[config.mk]
export PLATFORM = sky130hd
export DESIGN_NAME = lfcm_mult
export DESIGN_NICKNAME = d
export VERILOG_FILES = /design/src/sv/lfcm_pkg.sv /design/src/sv/lfcm_mult.sv
export SDC_FILE = /design/constraint.sdc
export NUM_CORES = 2
export LEC_CHECK = 0
export BUFFER_PORTS_ARGS = -buffer_cell sky130_fd_sc_hd__clkbuf_2
export CORE_ASPECT_RATIO = 0.6
export CORE_MARGIN = 2
export CORE_UTILIZATION = 55
export CTS_CLUSTER_SIZE = 30
export DETAILED_ROUTE_END_ITERATION = 6
export GPL_ROUTABILITY_DRIVEN = 0
export HOLD_SLACK_MARGIN = 0.15
export MAX_ROUTING_LAYER = met4
export PLACE_DENSITY_LB_ADDON = 0.25
export SLEW_MARGIN = 20
export SYNTH_ARGS = -nofsm -noshare
export SYNTH_HDL_FRONTEND = slang
export SYNTH_SLANG_ARGS = --single-unit
[constraint.sdc]
create_clock -name clk_i -period 8.5 [get_ports clk_i]
set_input_delay 1.7 -clock clk_i [delete_from_list [all_inputs] [get_ports clk_i]]
set_output_delay 1.7 -clock clk_i [all_outputs]
set_load 0.02 [all_outputs]
[src/sv/lfcm_pkg.sv]
// Package for the luminance false-colour map.
// Holds the shared constants, the register index codes and the control struct.
// No dependencies.
package lfcm_pkg;

  localparam int LevelBitsDef = 16;
  localparam int OutDataW     = 24;

  localparam logic [15:0] LowLevelRst  = 16'h0000;
  localparam logic [15:0] HighLevelRst = 16'hFFFF;

  localparam logic [7:0] ChanFull      = 8'd255;
  localparam logic [7:0] ChanZero      = 8'd0;
  localparam logic [7:0] ZeroBandGreen = 8'd100;

  typedef enum logic [0:0] {
    REG_LOW  = 1'b0,
    REG_HIGH = 1'b1
  } cfg_reg_e;

  // Control carried alongside the arithmetic of one sample.
  typedef struct packed {
    logic       fix;     // colour is a fixed value, the arithmetic is ignored
    logic       second;  // sample lies in the upper quarter of the band
    logic [7:0] fix_r;
    logic [7:0] fix_g;
    logic [7:0] fix_b;
  } ctl_t;

endpackage

[src/sv/lfcm_mult.sv]
// Second pipeline stage of the luminance false-colour map: the squares of the
// quarter width and of the three offsets, and the green product.
// Depends on lfcm_pkg.
module lfcm_mult #(
  parameter int LEVEL_BITS = 16
) (
  input  logic                         clk_i,
  input  logic                         rst_ni,
  input  logic                         in_valid_i,
  output logic                         in_ready_o,
  input  lfcm_pkg::ctl_t               ctl_i,
  input  logic [LEVEL_BITS-3:0]        a_i,
  input  logic [2:0][LEVEL_BITS-1:0]   t_i,
  input  logic signed [LEVEL_BITS+2:0] p_i,
  input  logic signed [LEVEL_BITS+1:0] s_i,
  output logic                         out_valid_o,
  input  logic                         out_ready_i,
  output lfcm_pkg::ctl_t               ctl_o,
  output logic [2*LEVEL_BITS-5:0]      asq_o,
  output logic [2:0][2*LEVEL_BITS-1:0] sq_o,
  output logic signed [2*LEVEL_BITS+4:0] prod_o
);
  import lfcm_pkg::*;

  localparam int L = LEVEL_BITS;

  logic                    valid_q;
  ctl_t                    ctl_q;
  logic [2*L-5:0]          asq_q;
  logic [2:0][2*L-1:0]     sq_q;
  logic signed [2*L+4:0]   prod_q;

  assign in_ready_o = ~valid_q | out_ready_i;

  always_ff @(posedge clk_i or negedge rst_ni) begin
    if (!rst_ni) begin
      valid_q <= 1'b0;
    end else if (in_ready_o) begin
      valid_q <= in_valid_i;
    end
  end

  always_ff @(posedge clk_i) begin
    if (in_valid_i && in_ready_o) begin
      ctl_q  <= ctl_i;
      asq_q  <= a_i * a_i;
      sq_q[0] <= t_i[0] * t_i[0];
      sq_q[1] <= t_i[1] * t_i[1];
      sq_q[2] <= t_i[2] * t_i[2];
      prod_q <= p_i * s_i;
    end
  end

  assign out_valid_o = valid_q;
  assign ctl_o       = ctl_q;
  assign asq_o       = asq_q;
  assign sq_o        = sq_q;
  assign prod_o      = prod_q;

endmodule

## Word-level counts from Yosys, hierarchy flattened

Cells that the tools add are included.

- Logic and storage cells: 19
- Output and inout bits: 189
- Register bits after elaboration: 188
- Bits of input ports: 129

- Bitwise gates (word level): 2
- Reduce and logical (&&, ||, !) cells: 1
- Multipliers: 5

Operator list:

| kind | count |
|---|---|
| multiplier 16 x 16 -> 32 bit | 3 |
| multiplier 19 x 18 -> 37 bit | 1 |
| multiplier 14 x 14 -> 28 bit | 1 |
| logical AND 1 bit | 1 |
| inverter 1 bit | 1 |
| OR 1 bit | 1 |

## Longest topological paths before layout

- Depth in word-level cells: 3
- Mapped depth: 24
- Depth with buffers taken out: 23

## Worst setup path after synthesis

No wires, ideal clock.

- Path kind: input to register
- Start: input t_i[27] in the netlist's numbering
- End: register sq_q (netlist bit sq_o[63]), data pin
- Setup time: 0.150 ns
- Required time: 8.350 ns
- Data arrival time: 7.412 ns
- Stages on the path: 20
- Buffers on the path: 1
- Setup slack: 0.938 ns
- Cells stage by stage: clkbuf_1 -> nand2_1 -> fa_1 -> fa_1 -> inv_1 -> fa_1 -> fa_1 -> fa_1 -> inv_1 -> fa_1 -> inv_1 -> ha_1 -> o21a_1 -> o211ai_2 -> o311ai_1 -> a221oi_2 -> nor3_1 -> or4_1 -> a2111o_1 -> o211ai_2

- Longest elaborated chain between the ends: 1

Ends and longest elaborated chain:

| element | RTL line | RTL |
|---|---|---|
| from (decl) | lfcm_mult.sv:13 | `input logic [2:0][LEVEL_BITS-1:0] t_i,` |
| multiplier 16 x 16 -> 32 bit | lfcm_mult.sv:48 | `sq_q[1] <= t_i[1] * t_i[1];` |
| to (decl) | lfcm_mult.sv:30 | `logic [2:0][2*L-1:0] sq_q;` |

Every way passes these cells.
A chain may end at the register's enable or synchronous reset.

## Final worst setup path

- Start: input s_i[3]
- End: register prod_q[35], in the netlist prod_o[35], data pin

- Longest elaborated chain between the ends: 1

Ends and longest elaborated chain:

| element | RTL line | RTL |
|---|---|---|
| from (decl) | lfcm_mult.sv:15 | `input logic signed [LEVEL_BITS+1:0] s_i,` |
| multiplier 19 x 18 -> 37 bit | lfcm_mult.sv:50 | `prod_q <= p_i * s_i;` |
| to (signal assigned) | lfcm_mult.sv:50 |  |
| to (decl) | lfcm_mult.sv:31 | `logic signed [2*L+4:0] prod_q;` |

Every way passes these cells.

==> metrics.cfg <==
[floorplan]
core_area_um2 = 81400
ioPinCount = 318
rows = 81
die_y_um = 226
die_x_um = 374
die_area_um2 = 84400
start_util_pct = 55.4

[synthesis]
syn_area_per_cell_um2 = 9.74
syn_inst = 4632
ys_seq_area_share_pct = 12.2
synth_ff_type = edfxtp_1
yosysWarnings = 0
ys_types = 69
syn_area_um2 = 45100
synthArstFlopShare_pct = 0.543
synth_edf_count = 183
ys_ff_latch = 184

[routing]
drtPass1Iterations = 7
via_per_inst = 5.20
drt_iter0_markers = 2078
wl_um = 106000
drc = 0
num_vias = 31200
post_drt_wl_per_cell_um = 17.7
ant_nets = 0

[final_layout]
nets = 6468
drive_above_1_share_pct = 8.53
syn_to_final_growth_pct = 7.61
final_cell_mix = inv_1 (1227), fa_1 (957), ha_1 (483)
fill_cells = 6993
layout_commonest_cell = inv_1

[setup_path]
cp.arrival_ps = 8040
crit_type = input port to flip-flop
cp_cell_sequence = clkbuf_2, nand2_1, fa_1, inv_1, fa_1, fa_1, fa_1, fa_1, inv_1, fa_1, inv_1, ha_1, nand2_1, or3_1, o21a_1, o211ai_1, o211ai_1, and4_1, a311o_1
start_kind = input port
crit_path_end_kind = flip-flop
crit_fanout = 19
crit_path_frequent_cell = fa_1
required_ps = 8770
critPathSlowestCell = fa_1
crit_path_max_incr_delay_ps = 650

[timing]
worstMarginPinSlew_ps = 841
fmaxAchievable_ghz = 0.129
period_needed_ps = 7770
rsz0062_at_grt = no
maxSlewHeadroom_pct = 44.0
tns_ps = 0
clock_skew_ps = 17.5
setup_viol = 0
min_period_over_period_pct = 91.4
hold_violations = 0
slew_viol_final = 0

[clocking]
postCtsSetupRepairBufs = 0
cts-root-buf = clkbuf_16
clock-sinks = 184
clkLatencyLatePin_ps = 530
clk_path_buf_depth = 2
ctsHtreeMaxLevel = 4
clk_pin_slew_ps = 80
post_cts_resized = 0
cts_buffers = 17
cts_tree = built
hold_buffers = 0

[flow_run]
maxCapViolations = 0

[grt]
antenna_found_initial = 2
grt_pass1_wl_um = 177000
grt_use_total_pct = 27.7
grt.overflow.total = 0
grt_max_degree = 61
grt_pass1_vias = 32600

[min_path]
hold_path_class = flip-flop to flip-flop

[run_status]
status = completed

[placed_design]
port_buffers = 313
dpl.hpwl_um = 89700

## per-stage QoR
step | setup slack [ps] | hold slack, ps | utilization (%) | cells | cell area, µm²
after floorplan | 938 | 783 | - | 4635 | 45100
after global placement | 448 | 523 | 58.9 | 5959 | 48000
after detailed placement | 323 | 527 | 58.9 | 5959 | 48000
after CTS | 876 | 547 | 59.6 | 5991 | 48500
after global routing | 394 | 584 | 59.7 | 5993 | 48500
final | 733 | 546 | 59.7 | 5993 | 48500
## logic make-up after synthesis
logic type / synth area share, %
AO/OA/AOI/OAI: 5.25
XOR/XNOR: 2.97
adder cells (fa/ha/maj): 55.9
buffers and inverters: 11.2
flip-flops: 12.2
multiplexers: 0.144
other: 0.00831
AND/OR/NAND/NOR: 12.3
## layout make-up
cell class | instances | area (µm²) | area share, %
Clock inverter | 15 | 161 | 0.332
Multi-Input combinational cell | 3108 | 34600 | 71.2
Tap cell | 1079 | 1350 | 2.78
Clock buffer | 17 | 425 | 0.876
Sequential cell | 184 | 5520 | 11.4
Timing Repair Buffer | 361 | 1930 | 3.97
Inverter | 1227 | 4610 | 9.49
Antenna cell | 2 | 5.00 | 0.0103
## worst max-delay path, delay by kind of cell
family	cells	cell delay (ps)
buffers and inverters	4	640
AND/OR/NAND/NOR	4	960
AO/OA/AOI/OAI	4	1170
adder cells (fa/ha/maj)	7	3570
## final timing paths
check | start | cells past startpoint | end | slack, ps
worst max-delay path | s_i[3] | 19 | prod_o[35] | 730
worst min-delay path | out_valid_o | 2 | out_valid_o | 550
worst max register to register | out_valid_o | 3 | sq_o[30] | 6300
worst min register to register | out_valid_o | 2 | out_valid_o | 550
max in group asynchronous | rst_ni | 1 | out_valid_o | 7470
min in group asynchronous | rst_ni | 1 | out_valid_o | 950
## per-layer routing
layer / wire (µm) / part of all wire (%) / global-route usage [%]
met1: 52400 / 49 / 42.2
met2: 43300 / 41 / 38.1
met3: 8950 / 8.4 / 6.41
met4: 1470 / 1.4 / 4.85
met5: 0 / 0 / -
## synth_stat cells (5+ instances only)
master / n / area (µm²)
o211ai_1: 9 / 67.6
a21boi_0: 5 / 37.5
a21o_1: 55 / 413
or2_2: 14 / 87.6
o21ai_0: 60 / 300
edfxtp_1: 183 / 5500
o31ai_1: 5 / 37.5
o21bai_1: 10 / 75.1
o31a_1: 7 / 61.3
nand3_1: 24 / 120
o21a_1: 19 / 143
and3_1: 19 / 119
nand2_1: 461 / 1730
nor2b_1: 31 / 194
and4_1: 5 / 43.8
nand4_1: 9 / 56.3
or3_1: 8 / 50.1
nor4_1: 8 / 50.1
a21oi_1: 106 / 531
a31oi_1: 15 / 93.8
xor2_1: 30 / 263
inv_1: 1227 / 4610
clkbuf_1: 111 / 417
nor3_1: 34 / 170
ha_1: 483 / 6040
fa_1: 957 / 19200
nor2_1: 161 / 604
and2_1: 331 / 2070
xnor2_1: 123 / 1080
a211oi_1: 21 / 158
nand2b_1: 26 / 163
## registers in the layout, indices dropped and copies added, names as in the netlist
name / cells
asq_o: 27
ctl_o: 26
out_valid_o: 1
prod_o: 37
sq_o: 93
Power is left out: the tool's default activity adds up to more than one toggle a clock period on the data nets, which glitch-free logic cannot reach.
