### src/sv/lfcm_pkg.sv
// Package for the luminance false-colour map.
// Holds the shared constants, the register index codes and the control struct.
// No dependencies.
package lfcm_pkg;

  localparam int LevelBitsDef = 16;
  localparam int OutDataW     = 24;

  localparam logic [15:0] LowLevelRst  = 16'h0000;
  localparam logic [15:0] HighLevelRst = 16'hFFFF;

  localparam logic [7:0] ChanFull      = 8'd255;
  localparam logic [7:0] ChanZero      = 8'd0;
  localparam logic [7:0] ZeroBandGreen = 8'd100;

  typedef enum logic [0:0] {
    REG_LOW  = 1'b0,
    REG_HIGH = 1'b1
  } cfg_reg_e;

  // Control carried alongside the arithmetic of one sample.
  typedef struct packed {
    logic       fix;     // colour is a fixed value, the arithmetic is ignored
    logic       second;  // sample lies in the upper quarter of the band
    logic [7:0] fix_r;
    logic [7:0] fix_g;
    logic [7:0] fix_b;
  } ctl_t;

endpackage

### src/sv/lfcm_div_step.sv
// One restoring division stage of the luminance false-colour map: settles one
// quotient bit of each of the three channels.
// Depends on lfcm_pkg.
module lfcm_div_step #(
  parameter int LEVEL_BITS = 16,
  parameter int STEP       = 7
) (
  input  logic                         clk_i,
  input  logic                         rst_ni,
  input  logic                         in_valid_i,
  output logic                         in_ready_o,
  input  logic [2:0][2*LEVEL_BITS+4:0] rem_i,
  input  logic [2*LEVEL_BITS-4:0]      den_p_i,
  input  logic [2*LEVEL_BITS-4:0]      den_g_i,
  input  logic [2:0][7:0]              q_i,
  output logic                         out_valid_o,
  input  logic                         out_ready_i,
  output logic [2:0][2*LEVEL_BITS+4:0] rem_o,
  output logic [2*LEVEL_BITS-4:0]      den_p_o,
  output logic [2*LEVEL_BITS-4:0]      den_g_o,
  output logic [2:0][7:0]              q_o
);
  import lfcm_pkg::*;

  localparam int DW = 2 * LEVEL_BITS - 3;
  localparam int RW = DW + 8;

  logic [2:0][RW-1:0] dsh;
  logic [2:0][RW-1:0] rem_d;
  logic [2:0][7:0]    q_d;

  logic               valid_q;
  logic [2:0][RW-1:0] rem_q;
  logic [DW-1:0]      den_p_q, den_g_q;
  logic [2:0][7:0]    q_q;

  always_comb begin
    dsh[0] = RW'(den_p_i) << STEP;
    dsh[1] = RW'(den_g_i) << STEP;
    dsh[2] = RW'(den_p_i) << STEP;
    for (int c = 0; c < 3; c++) begin
      q_d[c] = q_i[c];
      if (rem_i[c] >= dsh[c]) begin
        rem_d[c]     = rem_i[c] - dsh[c];
        q_d[c][STEP] = 1'b1;
      end else begin
        rem_d[c] = rem_i[c];
      end
    end
  end

  assign in_ready_o = ~valid_q | out_ready_i;

  always_ff @(posedge clk_i or negedge rst_ni) begin
    if (!rst_ni) begin
      valid_q <= 1'b0;
    end else if (in_ready_o) begin
      valid_q <= in_valid_i;
    end
  end

  always_ff @(posedge clk_i) begin
    if (in_valid_i && in_ready_o) begin
      rem_q   <= rem_d;
      den_p_q <= den_p_i;
      den_g_q <= den_g_i;
      q_q     <= q_d;
    end
  end

  assign out_valid_o = valid_q;
  assign rem_o       = rem_q;
  assign den_p_o     = den_p_q;
  assign den_g_o     = den_g_q;
  assign q_o         = q_q;

  // After this stage the remainder is below the divisor shifted by STEP.
  a_step_bound: assert property (@(posedge clk_i) disable iff (!rst_ni)
    valid_q |-> (rem_q[0] < (RW'(den_p_q) << STEP)) && (rem_q[1] < (RW'(den_g_q) << STEP)) &&
                (rem_q[2] < (RW'(den_p_q) << STEP)))
    else $error("lfcm_div_step: remainder not reduced");

  a_den_nonzero: assert property (@(posedge clk_i) disable iff (!rst_ni)
    valid_q |-> (den_p_q != '0) && (den_g_q != '0))
    else $error("lfcm_div_step: zero divisor in flight");

endmodule

### config.mk
export PLATFORM = sky130hd
export DESIGN_NAME = lfcm_div_step
export DESIGN_NICKNAME = d
export VERILOG_FILES = /design/src/sv/lfcm_pkg.sv /design/src/sv/lfcm_div_step.sv
export SDC_FILE = /design/constraint.sdc
export NUM_CORES = 1
export LEC_CHECK = 0
export ABC_AREA = 1
export BUFFER_PORTS_ARGS = -buffer_cell sky130_fd_sc_hd__buf_4
export CORE_UTILIZATION = 44
export CTS_CLUSTER_DIAMETER = 60
export DETAILED_ROUTE_END_ITERATION = 8
export PLACE_DENSITY = 0.69
export SYNTH_ARGS = -nofsm -noshare
export SYNTH_HDL_FRONTEND = slang
export SYNTH_SLANG_ARGS = --single-unit
export TNS_END_PERCENT = 20
### constraint.sdc
create_clock -name clk_i -period 11.7 [get_ports clk_i]
set_clock_uncertainty 0.05 [all_clocks]
set_input_delay 0.585 -clock clk_i [delete_from_list [all_inputs] [get_ports clk_i]]
set_output_delay 0.585 -clock clk_i [all_outputs]
set_load 0.1 [all_outputs]
**Yosys cells after proc, flatten, opt, wreduce, memory -nomap -nowiden**

Index checks and enable logic that the tools add are counted.

- Input port bits: 197
- Register bits: 194

- Reduce and logical (&&, ||, !) cells: 1
- Add/sub/neg operators: 3
- Magnitude comparators: 3
- Muxes and demuxes: 3
- Bitwise operators: 2

Operator list:

| kind | number |
|---|---|
| greater-or-equal comparator 37 x 36 -> 1 bit | 3 |
| two-way mux 37 bit | 3 |
| subtractor 37 x 36 -> 37 bit | 3 |
| logical AND 1 bit | 1 |
| NOT 1 bit | 1 |
| bitwise OR 1 bit | 1 |

**Logic depth before layout (Yosys ltp)**

- Depth after elaboration: 3
- Mapped depth: 17

**Least setup slack after synthesis**

OpenSTA, ideal clock, no wires.

- Path kind: reg2reg
- Start: register valid_q, in the netlist out_valid_o
- End: register den_g_q[0], in the netlist den_g_o[0] (enable)
- Arrival: 10.207 ns
- Clock period less this slack: 11.064 ns
- Cell stages (with the launch flop): 2
- Library setup time: 0.808 ns
- Setup slack: 0.636 ns
- Cell sequence: dfrtp_1 -> a21oi_1

- Word-level cells in the longest chain between the ends: 3

RTL lines:

| element | RTL line | text |
|---|---|---|
| start, declared | lfcm_div_step.sv:32 | `logic valid_q;` |
| start signal, assigned | lfcm_div_step.sv:58 | `valid_q <= in_valid_i;` |
| NOT 1 bit | lfcm_div_step.sv:52 | `assign in_ready_o = ~valid_q \| out_ready_i;` |
| bitwise OR 1 bit | lfcm_div_step.sv:52 |  |
| logical AND 1 bit | lfcm_div_step.sv:63 | `if (in_valid_i && in_ready_o) begin` |
| end signal, assigned | lfcm_div_step.sv:66 | `den_g_q <= den_g_i;` |
| end, declared | lfcm_div_step.sv:34 | `logic [DW-1:0] den_p_q, den_g_q;` |

No other way between the ends.
A chain may end at the register's enable or synchronous reset.

==> results.yml <==
cells_and_area:
  multi_input_area_sq_um: 6590
  drive_gt1_share_pct: 18.5
  nets: 2664
  area_delta_synth_final_pct: 27.8
  register_area_sq_um: 5820
  fillerInstances: 3054
die:
  row_count: 65
  die_h_microns: 181
  start_util_pct: 44.6
  die-area_sq_um: 32600
  fp.dieW_microns: 181
  core_area_sq_um: 31500
  io_pins: 392
timing:
  fin_crit_ps: 3160
  fin_ws_ps: 8540
  fin_tns_setup_ps: 0
  max_freq_mhz: 316
  fin_crit_sh_pct: 27.0
  worstMarginPinSlew_ps: 1020
  setup_violations: 0
  rsz0062_at_grt: "no"
  timing.slew.headroom_pct: 32.0
  hold_viol: 0
  maxSlewViolCount: 0
synth:
  ys_warn_count: 0
  synth_compound_area_share_pct: 1.99
  synth_adder_area_share_pct: 8.19
  yosys.area_share.simple_pct: 34.1
  synth_edf_count: 193
  synthXorXnorAreaFrac_pct: 2.62
  synthMuxAreaShare_pct: 0
  seq_area_frac_synth_pct: 41.5
  synthArstFlopShare_pct: 0.515
  ys_types: 25
  ys.flop_type: "edfxtp_1"
  synthCells: 1981
  syn_area_sq_um: 14000
  synthesis.nets: 2268
  synth_top_family_by_area: "simple AND/OR/NAND/NOR gates"
  ys_seq_elements: 194
  synth.avg_cell_area_sq_um: 7.08
detailed_routing:
  drt-vias-per-instance: 4.86
  wl_mm: 46.2
  antenna_left: 0
  drc: 0
  dr.pass1.iters: 5
  route.vias.total: 13600
  drt_iter0_markers: 900
  avgRoutedWirePerCell_microns: 16.6
worst_setup_path:
  cp.arrival_ps: 3430
  reg2regPathDepth: 3
  critPathMaxFanout: 32
  cp-start-kind: "input pin"
  cp.required_ps: 11970
  path_class: "in2reg"
  end_kind: "flip-flop"
global_routing:
  grt_overflow: 0
  first_global_vias: 13100
  antenna_found_initial: 2
  grt_pass1_wl_mm: 70.8
  track_usage_pct: 28.5
  grt_max_degree: 79
place:
  place_ws_ps: 8130
  detailed_place_hpwl_mm: 38.1
  gp_congestion: 0.977
  numPortBuffers: 391
min_path:
  hp-class: "in2reg"
  min_path_cells: 1
clock_network:
  cts.clk_slew.worst_paths_ps: 70
  post_cts_buffers: 0
  clock_path_buffers: 2
  cts-root-buf: "clkbuf_16"
  clk_latency_ps: 450
  tritoncts: "yes"
  cts_max_level: 4
  cts-buffers-inserted: 17
  cts_sinks: 194
power_and_ir_drop:
  p_leak_nw: 9.87
  finalPower_mw: 2.41
  power.density_nw_per_um2: 135
  ir_drop_mv: 0.117
flow_run:
  maxCapViolations: 0
run_status:
  status: "finished, final reports clean"
-- final timing paths --
| path | startpoint | endpoint | slack (ps) |
|---|---|---|---|
| setup / recovery | rem_i[81] | rem_o[103]$_DFFE_PP_ | 8540 |
| min in group asynchronous | rst_ni | out_valid_o$_DFFE_PN0N_ | 410 |
| hold reg to reg | out_valid_o$_DFFE_PN0N_ | out_valid_o$_DFFE_PN0N_ | 570 |
| setup reg to reg | out_valid_o$_DFFE_PN0N_ | rem_o[24]$_DFFE_PP_ | 9200 |
| max in group asynchronous | rst_ni | out_valid_o$_DFFE_PN0N_ | 11110 |
| hold / removal | q_i[19] | q_o[19]$_DFFE_PP_ | 250 |
-- registers in the layout (all words and copies together), names as in the netlist --
register and count:
q_o 24, out_valid_o 1, den_p_o 29, rem_o 111
den_g_o 29
-- metrics by stage --
step	hold WS [ps]	area, sq um	utilization (%)	instances
after floorplan	239	14000	-	1981
after global placement	315	17400	55.2	2759
after detailed placement	312	17400	55.2	2759
after CTS	224	17900	57.0	2791
after global routing	230	17900	57.0	2792
final	247	17900	57.0	2792
-- metal layers --
metal	vias up	share of wire [%]	track usage, %	wire, microns
met4	2	3.3	11.9	1520
met1	6138	42	34.2	19500
li1	6877	-	-	-
met2	470	48	49.6	22300
met3	72	6.2	5.80	2870
met5	-	0.019	0	9
-- critical path, stage by stage --
cell     delay [ps]
buf_4           110
inv_1            60
ha_1            150
inv_1           110
fa_1            460
nand3_1         130
nand3_2         120
nand2_1          80
nand2_1         100
nand2_1          70
nand2_1         110
nand2_1         100
nand2_2         390
inv_2           600
nand2_1         120
nand2_1         100
-- power breakdown --
part	switching [mW]	internal, mW	total, mW	leakage, nW
combinational	0.735	0.246	0.981	7.76
clock	0.282	0.294	0.576	0.257
sequential	0.0163	0.841	0.857	1.85
-- Yosys cell counts, types with 6 or more instances --
library cell  count  share of area, %
nand2_1         872                23
inv_1           393                11
edfxtp_1        193                41
nor2_1          128               3.4
nand3_1         121               4.3
ha_1             87               7.8
a21oi_1          43               1.5
xor2_1           42               2.6
nand4_1          18              0.80
and2_1           14              0.62
nand3b_1         13              0.70
buf_2            12              0.43
buf_6             6              0.48
nor2_2            6              0.27
-- what timing repair did --
item	4_1_cts	5_1_grt
hold buffers	1	0
hold endpoints to repair	1	0
resized for setup	0	0
setup endpoints to repair	0	0
-- kinds of logic after synthesis --
logic type | Yosys count
xor+xnor | 42
compound gates | 52
fa+ha+maj | 90
buf+inv | 417
flops | 194
simple gates | 1186
-- layout by cell type, fill, tap and decap left out, types with 4 or more instances in the layout --
master / Yosys / final
ha_1: 87 / 87
clkinv_1: 2 / 4
edfxtp_1: 193 / 193
nor3_1: 5 / 5
buf_4: 0 / 394
nor2_2: 6 / 6
and2_1: 14 / 14
inv_1: 393 / 393
inv_2: 4 / 4
nor2_1: 128 / 128
xor2_1: 42 / 42
nand2_1: 872 / 872
clkbuf_16: 0 / 17
nand4_1: 18 / 18
nand3_1: 121 / 121
nand3b_1: 13 / 13
a21oi_1: 43 / 42
-- final cells by class --
type	count	area share [%]
Multi-Input combinational cell	1370	36.8
Sequential cell	194	32.5
Timing Repair Buffer	395	16.6
Inverter	399	8.35
Tap cell	402	2.81
Clock buffer	20	2.44
Clock inverter	11	0.586
Antenna cell	1	0.0140
Power figures use the tool's default switching activity.
