### src/sv/lfcm_pkg.sv
// Package for the luminance false-colour map.
// Holds the shared constants, the register index codes and the control struct.
// No dependencies.
package lfcm_pkg;

  localparam int LevelBitsDef = 16;
  localparam int OutDataW     = 24;

  localparam logic [15:0] LowLevelRst  = 16'h0000;
  localparam logic [15:0] HighLevelRst = 16'hFFFF;

  localparam logic [7:0] ChanFull      = 8'd255;
  localparam logic [7:0] ChanZero      = 8'd0;
  localparam logic [7:0] ZeroBandGreen = 8'd100;

  typedef enum logic [0:0] {
    REG_LOW  = 1'b0,
    REG_HIGH = 1'b1
  } cfg_reg_e;

  // Control carried alongside the arithmetic of one sample.
  typedef struct packed {
    logic       fix;     // colour is a fixed value, the arithmetic is ignored
    logic       second;  // sample lies in the upper quarter of the band
    logic [7:0] fix_r;
    logic [7:0] fix_g;
    logic [7:0] fix_b;
  } ctl_t;

endpackage

### src/sv/lfcm_rem.sv
// Third pipeline stage of the luminance false-colour map: sets up the dividend
// 255*(den - num) and the divisor of each channel for the quotient stages.
// Depends on lfcm_pkg.
module lfcm_rem #(
  parameter int LEVEL_BITS = 16
) (
  input  logic                           clk_i,
  input  logic                           rst_ni,
  input  logic                           in_valid_i,
  output logic                           in_ready_o,
  input  lfcm_pkg::ctl_t                 ctl_i,
  input  logic [2*LEVEL_BITS-5:0]        asq_i,
  input  logic [2:0][2*LEVEL_BITS-1:0]   sq_i,
  input  logic signed [2*LEVEL_BITS+4:0] prod_i,
  output logic                           out_valid_o,
  input  logic                           out_ready_i,
  output logic [2:0][2*LEVEL_BITS+4:0]   rem_o,
  output logic [2*LEVEL_BITS-4:0]        den_p_o,
  output logic [2*LEVEL_BITS-4:0]        den_g_o
);
  import lfcm_pkg::*;

  localparam int L  = LEVEL_BITS;
  localparam int SW = 2 * L;
  localparam int DW = 2 * L - 3;
  localparam int RW = DW + 8;
  localparam int PW = 2 * L + 5;

  // 255 * x as a shift and a subtraction.
  function automatic logic [RW-1:0] mul255(input logic [DW-1:0] x);
    return {x, 8'h00} - {8'h00, x};
  endfunction

  logic [2:0][DW-1:0] x;
  logic [2:0][RW-1:0] rem_d;
  logic [DW-1:0]      den_p_d, den_g_d, den_g2, x_g2;
  logic               prod_pos, prod_lt;

  logic               valid_q;
  logic [2:0][RW-1:0] rem_q;
  logic [DW-1:0]      den_p_q, den_g_q;

  always_comb begin
    for (int c = 0; c < 3; c++) begin
      if (sq_i[c] < {4'b0000, asq_i}) begin
        x[c] = {1'b0, asq_i - sq_i[c][SW-5:0]};
      end else begin
        x[c] = '0;
      end
    end

    den_g2   = {asq_i, 1'b0};
    prod_pos = prod_i > 0;
    prod_lt  = prod_i < $signed({{(PW-DW){1'b0}}, den_g2});
    x_g2     = prod_lt ? den_g2 - prod_i[DW-1:0] : '0;

    den_p_d  = {1'b0, asq_i};
    den_g_d  = den_p_d;
    rem_d[0] = mul255(x[0]);
    rem_d[1] = mul255(x[1]);
    rem_d[2] = mul255(x[2]);

    if (ctl_i.fix) begin
      // A divisor of one passes the fixed colour straight through.
      den_p_d  = DW'(1);
      den_g_d  = DW'(1);
      rem_d[0] = {{(RW-8){1'b0}}, ctl_i.fix_r};
      rem_d[1] = {{(RW-8){1'b0}}, ctl_i.fix_g};
      rem_d[2] = {{(RW-8){1'b0}}, ctl_i.fix_b};
    end else if (ctl_i.second) begin
      // Red is full, and a dividend of 255 times the divisor yields exactly 255.
      rem_d[0] = mul255(den_p_d);
      den_g_d  = den_g2;
      rem_d[1] = prod_pos ? mul255(x_g2) : mul255(den_g2);
    end
  end

  assign in_ready_o = ~valid_q | out_ready_i;

  always_ff @(posedge clk_i or negedge rst_ni) begin
    if (!rst_ni) begin
      valid_q <= 1'b0;
    end else if (in_ready_o) begin
      valid_q <= in_valid_i;
    end
  end

  always_ff @(posedge clk_i) begin
    if (in_valid_i && in_ready_o) begin
      rem_q   <= rem_d;
      den_p_q <= den_p_d;
      den_g_q <= den_g_d;
    end
  end

  assign out_valid_o = valid_q;
  assign rem_o       = rem_q;
  assign den_p_o     = den_p_q;
  assign den_g_o     = den_g_q;

  // Every quotient must fit in eight bits.
  a_rem_bound: assert property (@(posedge clk_i) disable iff (!rst_ni)
    valid_q |-> (rem_q[0] < (RW'(den_p_q) << 8)) && (rem_q[1] < (RW'(den_g_q) << 8)) &&
                (rem_q[2] < (RW'(den_p_q) << 8)))
    else $error("lfcm_rem: dividend too large for an eight bit quotient");

endmodule

### config.mk
export PLATFORM = sky130hd
export DESIGN_NAME = lfcm_rem
export DESIGN_NICKNAME = d
export VERILOG_FILES = /design/src/sv/lfcm_pkg.sv /design/src/sv/lfcm_rem.sv
export SDC_FILE = /design/constraint.sdc
export NUM_CORES = 1
export LEC_CHECK = 0
export BUFFER_PORTS_ARGS = -buffer_cell sky130_fd_sc_hd__buf_2
export CORE_ASPECT_RATIO = 1.4
export CORE_UTILIZATION = 45
export CTS_BUF_LIST = sky130_fd_sc_hd__clkbuf_8
export DETAILED_ROUTE_END_ITERATION = 8
export GPL_ROUTABILITY_DRIVEN = 0
export PLACE_DENSITY = 0.66
export SYNTH_ARGS = -nofsm -noshare
export SYNTH_HDL_FRONTEND = slang
export SYNTH_SLANG_ARGS = --single-unit
### constraint.sdc
create_clock -name clk_i -period 6.8 [get_ports clk_i]
set_input_delay 0.68 -clock clk_i [delete_from_list [all_inputs] [get_ports clk_i]]
set_output_delay 0.68 -clock clk_i [all_outputs]
set_load 0.1 [all_outputs]
Word level (Yosys, flattened, before mapping)

Cells that the tools add are included.

Output and inout port bits: 171
Word-level logic and storage cells: 40
Register bits after elaboration: 170

Bitwise gates (word level): 3
$lt $le $gt $ge: 5
Reductions and logical operators: 2
Add/sub/neg operators: 10
Mux-type cells: 9

Operators with widths:

| cell                                                                              | count |
|---|---|
| 37-bit by 29-bit subtractor with 37-bit output                                    | 4 |
| 28-bit 2-to-1 mux                                                                 | 4 |
| 32-bit by 28-bit < comparator with 1-bit output                                   | 3 |
| 28-bit subtractor                                                                 | 3 |
| 74-bit 2-to-1 mux                                                                 | 1 |
| 36-bit by 28-bit subtractor with 37-bit output                                    | 2 |
| 45-bit 2-to-1 mux                                                                 | 1 |
| 37-bit by 1-bit greater-than comparator with 1-bit output (second input constant) | 1 |
| 37-bit by 30-bit < comparator with 1-bit output                                   | 1 |
| 37-bit 2-to-1 mux                                                                 | 1 |
| 29-bit 2-to-1 mux                                                                 | 1 |
| 29-bit subtractor                                                                 | 1 |
| 8-bit 2-to-1 mux                                                                  | 1 |
| 1-bit NOT                                                                         | 2 |
| 2-bit OR reduction                                                                | 1 |
| 1-bit logical AND                                                                 | 1 |
| 1-bit OR                                                                          | 1 |

Depth between registers and ports, before layout

Word-level depth: 6
Depth in mapped cells: 27
Mapped depth without buffers: 26

Worst setup path before layout

No wires, ideal clock.

Kind: register to register
From: reg valid_q, in the netlist out_valid_o
To: reg den_g_q[0], in the netlist den_g_o[0] (enable)
Setup slack: 0.647 ns
Setup time: 0.547 ns
Cell stages (with the launch flop): 3
Arrival: 5.607 ns
Path buffers: 0
Clock period less this slack: 6.153 ns
Required time: 6.253 ns
Cells stage by stage: dfrtp_1 > nand2b_1 > and2_1

Word-level cells in the longest chain between the ends: 3

Ends and longest elaborated chain:

| element                | RTL line       | source |
|---|---|---|
| start, declared        | lfcm_rem.sv:39 | `logic valid_q;` |
| start signal, assigned | lfcm_rem.sv:84 | `valid_q <= in_valid_i;` |
| 1-bit NOT              | lfcm_rem.sv:78 | `assign in_ready_o = ~valid_q \| out_ready_i;` |
| 1-bit OR               | lfcm_rem.sv:78 |  |
| named net in_ready_o   | lfcm_rem.sv:10 | `output logic in_ready_o,` |
| 1-bit logical AND      | lfcm_rem.sv:89 | `if (in_valid_i && in_ready_o) begin` |
| end signal, assigned   | lfcm_rem.sv:92 | `den_g_q <= den_g_d;` |
| end, declared          | lfcm_rem.sv:41 | `logic [DW-1:0] den_p_q, den_g_q;` |

The timed path passes the listed nets, and every way through them passes these cells.
A chain may end at the register's enable or synchronous reset.

Worst setup path after layout

From: in asq_i[14]
To: reg rem_q, in the netlist rem_o[65], data pin

Word-level cells in the longest chain between the ends: 5
Elaborated cells between the ends (all ways): 11

Ends and longest elaborated chain:

| element                                                                                     | RTL line                       | source |
|---|---|---|
| start, declared                                                                             | lfcm_rem.sv:12                 | `input logic [2*LEVEL_BITS-5:0] asq_i,` |
| 37-bit by 30-bit < comparator with 1-bit output / 29-bit subtractor (equally long branches) | lfcm_rem.sv:54, lfcm_rem.sv:55 |  |
| 29-bit 2-to-1 mux                                                                           | lfcm_rem.sv:55                 | `x_g2 = prod_lt ? den_g2 - prod_i[DW-1:0] : '0;` |
| 37-bit by 29-bit subtractor with 37-bit output                                              | lfcm_rem.sv:31                 | `return {x, 8'h00} - {8'h00, x};` |
| 37-bit 2-to-1 mux                                                                           | lfcm_rem.sv:74                 | `rem_d[1] = prod_pos ? mul255(x_g2) : mul255(den_g2);` |
| 74-bit 2-to-1 mux *                                                                         | lfcm_rem.sv:70                 | `end else if (ctl_i.second) begin` |
| end signal, assigned                                                                        | lfcm_rem.sv:90                 | `rem_q <= rem_d;` |
| end, declared                                                                               | lfcm_rem.sv:40                 | `logic [2:0][RW-1:0] rem_q;` |

Mark *: on every way between the ends. The rest lies on a longest branch, timed or not.

==> reports/results.txt <==
Total global-route track usage -> 0.378
Multi-input logic area -> 17000 µm²
Synth top area cells -> edfxtp_1 21%, ha_1 17%, a21oi_1 6.3%
CTS buffer count -> 17
Clock sink count -> 169
Met1 Usage GRT -> 0.413
Max IR drop VDD -> 0.148 mV
First DRT Iteration DRCs -> 2717
Wirelength per Cell -> 25.7 µm
Critical path arrival -> 6.86 ns
Via-to-Cell Ratio -> 6.41
Sequential share of the synthesized area -> 0.215
Register area -> 5070 µm²
Vias after detailed routing -> 25500
Global routing's busiest layer -> met2
Top FF cell, synth -> edfxtp_1
Fin crit share -> 0.966
Root Buffer Master -> clkbuf_8
# placed instances -> 3935
Layout Cells excl Fill -> 3982
Top-count cell post-synth -> ha_1
Pwr/cell area -> 205 nW/µm²
Worst-Margin Slew -> 1.09 ns
CP required -> 7.09 ns
TritonRoute pass-1 iters -> 8
Clock Tree Buf Depth -> 2
Fin nets -> 3826
DP Wirelength -> 81000 µm
Syn nets -> 3507
Fin. max-slew vios -> 0
Yosys warning count -> 0
Post-synth top area cell -> edfxtp_1
Max Cap Viol -> 0
Mapped Cells -> 2986
Slew HR -> 0.271
Setup_tns -> 0 ns
Critical Path Sink Type -> flip-flop
Synth Cell Area -> 23500 µm²
Post-synth top cells -> 326 x ha_1, 295 x a21oi_1, 281 x nand2_1
Final setup violation count -> 0
Clock Latency Late Sink -> 0.56 ns
P&R area growth vs syn -> 12.9%
RSZ-0062 raised after global routing -> false
Hold Path Class -> in2reg
Chip Width -> 195 µm
Post-CTS Setup Repair Bufs -> 0
Netlist cell types -> 103
Number of synthesized flops with an enable pin -> 168
Die Ht -> 273 µm
Max Freq -> 0.152 GHz
CTS tree -> built
Tmin final -> 6.57 ns
Final worst setup slack -> 0.228 ns
IO Count -> 362
Largest net degree at the start of global routing -> 120
First-pass GRT wire length -> 150000 µm
Routing usage on met3 -> 0.0786
CP Launch Type -> primary input
Number of fill cells -> 4939
Share of the synthesized area in the top cell type -> 0.214
Initial cell density of the core -> 0.458
Layout cells sized above 1 -> 0.162
Clock skew -> 0.0258 ns
Detail Route Antenna Nets -> 0
Asr flop ratio synth -> 0.00592
Clock transition at path regs -> 0.12 ns
Status -> completed
Fin. Hold Viols -> 0
Grt ovf -> 0
Lkg Pwr -> 13.0 nW
Post-place setup slack -> -0.143 ns
GR Util met2 -> 0.628
Die area -> 53200 µm²
Detailed-route DRC error count -> 0
CP Max Fanout -> 8
Syn_area_per_cell -> 7.88 µm²
Vias in the first global route -> 24700
I/O Buffers -> 360
Std cell rows -> 98
Critical Setup Path Class -> in2reg
Initial antenna violation count -> 15
Final wirelength -> 102000 µm
Core Area -> 51400 µm²
Htree depth -> 4
Yosys reg bits -> 169
## repair_timing
action | 4_1_cts | 5_1_grt
endpoints found under the hold margin | 1 | 0
endpoints found under the setup margin | 0 | 7
hold buffers | 1 | 0
resized for setup | 0 | 2
## report_power, final
group | leakage [nW] | switching (W) | total (W) | internal, W
logic | 11.1 | 0.00236 | 0.00339 | 0.00103
registers | 1.66 | 0.0000284 | 0.00130 | 0.00127
clock network | 0.194 | 0.000497 | 0.000770 | 0.000273
## cells in the final DEF (no fill, tap or decap), types with 12 or more instances in the layout
cell type,count
a211oi_1,32
a21o_1,124
a21oi_1,294
a31oi_1,24
and2_1,33
and3_1,16
buf_2,358
buf_4,57
clkbuf_8,17
diode_2,14
edfxtp_1,168
ha_1,326
inv_1,261
mux2_2,29
nand2_1,281
nand2b_1,36
nand3_1,66
nand4_1,54
nor2_1,236
nor2b_1,36
nor3_1,49
nor3b_1,13
nor4_1,18
o211ai_1,25
o21a_1,31
o21ai_0,166
o21bai_1,44
o22ai_1,16
o31ai_1,12
or2_2,18
or3_1,17
xnor2_1,150
xor2_1,82
## kinds of logic (layout without fill, tap and decap cells)
kind of cell | Yosys count | after routing | synth area share
other cells | 1 | 15 | 0.000159
buf+inv | 380 | 712 | 0.0617
simple gates | 918 | 918 | 0.188
xor+xnor | 232 | 232 | 0.0863
fa+ha+maj | 330 | 330 | 0.177
compound gates | 917 | 917 | 0.253
flops | 169 | 169 | 0.215
mux | 39 | 39 | 0.0181
## path summary, 6_finish.rpt
path                            depth (start not counted)  slack, ns          end   startpoint
worst max-delay path                                   24       0.23    rem_o[65]    asq_i[14]
worst min-delay path                                    2       0.32  out_valid_o   in_valid_i
worst max register to register                          3       4.49    rem_o[46]  out_valid_o
worst min register to register                          2       0.55  out_valid_o  out_valid_o
max in group asynchronous                               2       6.32  out_valid_o       rst_ni
min in group asynchronous                               2       0.40  out_valid_o       rst_ni
## cell type report
| class | instances | share of cell area |
|---|---|---|
| antenna | 14 | 0.00132 |
| clock buffer | 17 | 0.00881 |
| clock inverter | 15 | 0.00565 |
| inverter | 263 | 0.0372 |
| multi-input combinational | 2437 | 0.641 |
| sequential | 169 | 0.191 |
| tap | 650 | 0.0306 |
| timing repair buffer | 417 | 0.0847 |
## per-stage QoR
stage	util	power, W	hold WS, ns	cell area [µm²]
floorplan	-	0.00370	0.384	23500
global placement	0.509	0.00455	0.455	26100
detailed placement	0.509	0.00458	0.457	26100
CTS	0.516	0.00535	0.281	26500
global route	0.517	0.00567	0.323	26600
finish	0.517	0.00546	0.321	26600
## metal layers
| metal | routed length [µm] | up-vias |
|---|---|---|
| met3 | 9810 | 525 |
| met4 | 9710 | 8 |
| met5 | 46 | - |
| met1 | 35300 | 11900 |
| met2 | 47400 | 1677 |
| li1 | - | 11400 |
## flip-flops by register name, summed over array words and instances, names as in the netlist
| name | flops |
|---|---|
| out_valid_o | 1 |
| rem_o | 111 |
| den_p_o | 28 |
| den_g_o | 29 |
## worst max-delay path, stage by stage
cell and delay [ns]:
buf_2 0.34, inv_1 0.43, ha_1 0.57, nand2_1 0.20, or3_1 0.45, a211oi_2 0.35, o31ai_1 0.20, and2_1 0.30
nand2_1 0.13, inv_1 0.05, ha_1 0.35, a21oi_1 0.26, nor2_1 0.09, a2111oi_0 0.56, buf_4 0.22, o21ai_0 0.08
a21oi_1 0.19, o21ai_0 0.15, a211o_1 0.32, a32oi_1 0.32, and2_1 0.20, xnor2_1 0.07, o22ai_1 0.25, nor3_1 0.10
(Power assumes the default switching activity.)
